[src/rtl/segment_overlap_grid_counter_assert.svh]
// assertion macros for the segment overlap grid counter
`ifndef SEGMENT_OVERLAP_GRID_COUNTER_ASSERT_SVH
`define SEGMENT_OVERLAP_GRID_COUNTER_ASSERT_SVH

// same-cycle implication, checked outside reset
`define SOGC_ASSERT_NOW(label, ante, cons, msg) \
  label: assert property (@(posedge clk) disable iff (rst) (ante) |-> (cons)) \
    else $error(msg);

// next-cycle implication, checked outside reset
`define SOGC_ASSERT_NEXT(label, ante, cons, msg) \
  label: assert property (@(posedge clk) disable iff (rst) (ante) |=> (cons)) \
    else $error(msg);

`endif

[src/rtl/sogc_pkg.sv]
package sogc_pkg;

  localparam int COORD_W   = 10;
  localparam int GRID_DIM  = 1024;
  localparam int GRID_AW   = $clog2(GRID_DIM);
  localparam int CELLS     = GRID_DIM * GRID_DIM;
  localparam int CELL_AW   = $clog2(CELLS);
  localparam int HIT_W     = 2;
  localparam int HIT_LIMIT = 2;
  localparam int TOTAL_W   = 21;
  localparam int Q_DEPTH   = 2;
  localparam int Q_AW      = $clog2(Q_DEPTH);
  localparam int CMP_W     = ((COORD_W > GRID_AW) ? COORD_W : GRID_AW) + 1;
  localparam int MUL_W     = COORD_W + CELL_AW;

  // one classified segment, as handed from front to back
  typedef struct packed {
    logic [COORD_W-1:0] x;
    logic [COORD_W-1:0] y;
    logic [COORD_W-1:0] n;
    logic               x_inc;
    logic               x_dec;
    logic               y_inc;
    logic               y_dec;
    logic               skip;
  } seg_desc_t;

  // back end status seen by the front end
  typedef struct packed {
    logic pop;
    logic clearing;
  } bk_status_t;

  typedef enum logic [1:0] {
    BK_CLEAR,
    BK_IDLE,
    BK_WALK
  } bk_state_t;

  function automatic logic in_grid(input logic [COORD_W-1:0] x,
                                   input logic [COORD_W-1:0] y);
    return (CMP_W'(x) < CMP_W'(GRID_DIM)) && (CMP_W'(y) < CMP_W'(GRID_DIM));
  endfunction

  // row-major cell address, valid only for cells inside the grid
  function automatic logic [CELL_AW-1:0] cell_addr(input logic [COORD_W-1:0] x,
                                                   input logic [COORD_W-1:0] y);
    logic [MUL_W-1:0] wide;
    wide = MUL_W'(y) * MUL_W'(GRID_DIM) + MUL_W'(x);
    return wide[CELL_AW-1:0];
  endfunction

endpackage

[src/rtl/sogc_front.sv]
module sogc_front (
  input  logic                        clk,
  input  logic                        rst,
  input  logic                        seg_valid,
  output logic                        seg_stall,
  input  logic [sogc_pkg::COORD_W-1:0] start_x,
  input  logic [sogc_pkg::COORD_W-1:0] start_y,
  input  logic [sogc_pkg::COORD_W-1:0] end_x,
  input  logic [sogc_pkg::COORD_W-1:0] end_y,
  input  sogc_pkg::bk_status_t        bk_stat,
  output logic                        q_valid,
  output sogc_pkg::seg_desc_t         q_desc
);

  logic signed [sogc_pkg::COORD_W:0] dx;
  logic signed [sogc_pkg::COORD_W:0] dy;
  logic signed [sogc_pkg::COORD_W:0] dx_abs;
  logic signed [sogc_pkg::COORD_W:0] dy_abs;
  logic [sogc_pkg::COORD_W-1:0]      adx;
  logic [sogc_pkg::COORD_W-1:0]      ady;
  sogc_pkg::seg_desc_t               desc;

  sogc_pkg::seg_desc_t               q_mem [sogc_pkg::Q_DEPTH];
  logic [sogc_pkg::Q_AW-1:0]         wr_ptr;
  logic [sogc_pkg::Q_AW-1:0]         rd_ptr;
  logic [sogc_pkg::Q_AW:0]           q_count;
  logic                              push;

  // classify the segment
  always_comb begin
    dx     = $signed({1'b0, end_x}) - $signed({1'b0, start_x});
    dy     = $signed({1'b0, end_y}) - $signed({1'b0, start_y});
    dx_abs = dx[sogc_pkg::COORD_W] ? -dx : dx;
    dy_abs = dy[sogc_pkg::COORD_W] ? -dy : dy;
    adx    = dx_abs[sogc_pkg::COORD_W-1:0];
    ady    = dy_abs[sogc_pkg::COORD_W-1:0];

    desc.x     = start_x;
    desc.y     = start_y;
    desc.n     = (adx > ady) ? adx : ady;
    desc.x_dec = dx[sogc_pkg::COORD_W];
    desc.x_inc = !dx[sogc_pkg::COORD_W] && (dx != '0);
    desc.y_dec = dy[sogc_pkg::COORD_W];
    desc.y_inc = !dy[sogc_pkg::COORD_W] && (dy != '0);
    desc.skip  = !((dx == '0) || (dy == '0) || (adx == ady));
  end

  // short request queue toward the back end
  assign seg_stall = (q_count == (sogc_pkg::Q_AW + 1)'(sogc_pkg::Q_DEPTH));
  assign push      = seg_valid && !seg_stall;
  assign q_valid   = (q_count != '0);
  assign q_desc    = q_mem[rd_ptr];

  always_ff @(posedge clk) begin
    if (rst) begin
      wr_ptr  <= '0;
      rd_ptr  <= '0;
      q_count <= '0;
    end else begin
      if (push) begin
        wr_ptr <= (wr_ptr == sogc_pkg::Q_AW'(sogc_pkg::Q_DEPTH - 1)) ? '0 : wr_ptr + 1'b1;
      end
      if (bk_stat.pop) begin
        rd_ptr <= (rd_ptr == sogc_pkg::Q_AW'(sogc_pkg::Q_DEPTH - 1)) ? '0 : rd_ptr + 1'b1;
      end
      if (push && !bk_stat.pop) begin
        q_count <= q_count + 1'b1;
      end else if (!push && bk_stat.pop) begin
        q_count <= q_count - 1'b1;
      end
    end
  end

  always_ff @(posedge clk) begin
    if (push) begin
      q_mem[wr_ptr] <= desc;
    end
  end

endmodule

[config.mk]
export PLATFORM = sky130hd
export DESIGN_NAME = sogc_front
export DESIGN_NICKNAME = d
export VERILOG_FILES = /design/src/rtl/segment_overlap_grid_counter_assert.svh /design/src/rtl/sogc_pkg.sv /design/src/rtl/sogc_front.sv
export SDC_FILE = /design/constraint.sdc
export NUM_CORES = 1
export LEC_CHECK = 0
export ABC_AREA = 1
export BUFFER_PORTS_ARGS = -buffer_cell sky130_fd_sc_hd__buf_4
export CAP_MARGIN = 20
export CORE_UTILIZATION = 60
export DETAILED_ROUTE_END_ITERATION = 8
export MAX_ROUTING_LAYER = met4
export PLACE_DENSITY = 0.81
export SETUP_SLACK_MARGIN = 0.3
export SYNTH_ARGS = -nofsm -noshare
export SYNTH_HDL_FRONTEND = slang
export SYNTH_SLANG_ARGS = --single-unit
[constraint.sdc]
create_clock -name clk -period 11.2 [get_ports clk]
set_input_delay 1.68 -clock clk [delete_from_list [all_inputs] [get_ports clk]]
set_output_delay 1.68 -clock clk [all_outputs]
set_load 0.02 [all_outputs]
==> run metrics <==
fin crit period=between 5 and 6 ns; DP Wirelength=~7200 um; diode count=0; Max-Cap Viols=0; Worst Hold Class=register to register; final wirelength=roughly 10000 um; # port buffers=80; I/O Pins=a little over 80; CTS max path bufs=2; Site Rows=32; H-Tree Depth=3; Crit Path Max Fanout=13; number of distinct library cells after synthesis=37; Mean Syn Cell Area=roughly 9.0 um2; Post-synth top cells=nand2_1, inv_1, edfxtp_1, nand3_1, mux2_2; status=completed; core region area=7850 um2; vias per cell=about 5.3; Worst setup EP type=register; Sum Neg Setup Slack=0 ns; Post-DRT Antenna Nets=0; leading area contributor after synthesis=edfxtp_1; nets@finish=between 700 and 800; vias post-DR=between 3,000 and 4,000; post-synth net total=approximately 630; Seq cells post-synth=75; DIE WIDTH=~93 um; Fillers=approximately 590; Slew HR=43.5%; fin crit share=roughly 47%; TritonCTS Buffers=9; Register Area=~2200 um2; TritonCTS Sinks=75; initial antenna violation count=0; largest net degree at the start of global routing=37; Syn Std Cell Area=slightly below 5000 um2; Pwr Density=~160 nW/um2; yosys warns=0; ranking of synthesized cells by area=edfxtp_1, nand2_1, ha_1; Final Max Slew Viols=0; global-route wire length before repair=between 15,000 and 20,000 um; Die Height=between 90 and 100 um; Root Buffer=clkbuf_8; first drt pass iteration count=5; Multi-input gate area=approximately 2400 um2; DRC=0; DIE AREA=8630 um2; top-count cell post-synth=nand2_1; # setup viols final=0; average wire per standard cell=around 13 um; Hold Slack=~0.54 ns; DR iter-0 viols=about 210; Clock Skews=between 0.01 and 0.015 ns; Max Freq=approximately 0.19 GHz; RSZ-0062 raised after global routing=no; Post-CTS Resized=0; Peak VDD IR=0.0798 mV; Clock Pin Slew Worst Setup and Hold Paths=0.09 ns; number of global-route vias before repair=around 3,700; Leak=about 2.8 nW; clk_lat worst skew=roughly 0.36 ns; Seq/Total Area, Yosys=44.4%; Slew @ Worst Pin=approximately 0.85 ns; hold_buf cts=0; Placer Congestion=roughly 0.93; initial core utilization=a little over three fifths; Post-synth ARST share=0%; Tot GR Track Use=25.4%; ys flop type=edfxtp_1; Syn Inst Count=552; post-CTS setup buffers=0; Layout area overhead=19.7%; share of cells above drive strength 1=27.7%; Fin. Hold Viols=0; CP Class=input port to register; FF-to-FF path depth=8; Post-synth EDFFs=70; CP required=~11 ns; worst hold path cell count=2; CTS tree=yes; share of the synthesized area in the top cell type=a little over two fifths; GRT overflow=0; CP arrival=5.32 ns; critical path launch point type=input port
[layer usage]
metal | global-route usage (%) | up-vias | wire length [um] | part of all wire [%]
met3 | 4.93 | 21 | 618 | 6.2
met1 | 30.3 | 1815 | 4120 | 41
li1 | - | 2003 | - | -
met4 | 10.5 | 0 | 219 | 2.2
met5 | - | - | 0 | 0
met2 | 42.4 | 135 | 5030 | 50
[cell usage in the layout, fill, tap and decap left out, types with 8 or more instances in the layout]
| cell type | count |
|---|---|
| xor2_1 | 8 |
| inv_2 | 9 |
| o21ai_1 | 9 |
| clkbuf_8 | 9 |
| a21oi_1 | 17 |
| ha_1 | 33 |
| inv_1 | 84 |
| nor2_1 | 28 |
| buf_4 | 80 |
| nand2_2 | 13 |
| mux2_2 | 35 |
| edfxtp_1 | 70 |
| nand2_1 | 136 |
| nand3_1 | 49 |
[power breakdown]
group	switching [mW]	internal, mW
registers	0.0126	0.358
clock network	0.110	0.123
logic	0.217	0.136
[metrics by stage]
| step | instances | worst slack (ns) | cell area [um2] | total power, mW | util, % |
|---|---|---|---|---|---|
| after global routing | 745 | 5.66 | 5930 | 1.01 | 75.6 |
| after detailed placement | 727 | 5.70 | 5650 | 0.724 | 72.1 |
| after floorplan | 552 | 6.48 | 4960 | 0.622 | - |
| final | 745 | 5.99 | 5930 | 0.957 | 75.6 |
| after CTS | 743 | 6.03 | 5890 | 0.956 | 75.0 |
| after global placement | 727 | 5.84 | 5650 | 0.709 | 72.1 |
[kinds of logic (layout without fill, tap and decap cells)]
family / after synthesis / count (layout) / share of synthesized area [%]
xor+xnor: 11 / 11 / 2.25
fa+ha+maj: 35 / 35 / 9.14
mux: 35 / 35 / 7.95
simple gates: 256 / 256 / 23.7
compound gates: 38 / 38 / 4.44
flops: 75 / 75 / 44.4
buf+inv: 102 / 193 / 8.13
[worst paths after layout]
kind	startpoint	to	slack (ns)
worst max-delay path	end_y[0]	q_mem[1][14]$_DFFE_PP_	5.99
worst min-delay path	rd_ptr$_SDFFE_PP0P_	rd_ptr$_SDFFE_PP0P_	0.54
worst max register to register	q_count[1]$_SDFFE_PP0P_	q_count[1]$_SDFFE_PP0P_	9.19
worst min register to register	rd_ptr$_SDFFE_PP0P_	rd_ptr$_SDFFE_PP0P_	0.54
[worst max-delay path: stages]
cell and delay (ns):
buf_4 0.11, inv_1 0.06, ha_1 0.14, inv_1 0.09
fa_1 0.44, nand2_1 0.10, nand2_2 0.09, nand3_4 0.09
nand2_4 0.06, a21oi_2 0.48, nand2_1 0.16, nand2_1 0.10
nand2_1 0.05, nand2_1 0.08, inv_1 0.05, ha_1 0.28
nand2_1 0.12, nor2_1 0.09, o211ai_1 0.10, o2111ai_1 0.15
nand2_2 0.18, clkinv_1 0.30, nand3_1 0.21, nand2_1 0.10
[state kept, by name, indices dropped and copies added (netlist names), named ones only]
name and flops:
q_count 2, rd_ptr 1, wr_ptr 1, q_mem 70
[final cells by class]
| class | count | area share [%] |
|---|---|---|
| clock buffer | 12 | 3.35 |
| clock inverter | 4 | 0.569 |
| inverter | 95 | 6.01 |
| multi-input combinational | 375 | 39.9 |
| sequential | 75 | 37.1 |
| tap | 102 | 2.15 |
| timing repair buffer | 82 | 10.9 |
Power figures use the tool's default switching activity.
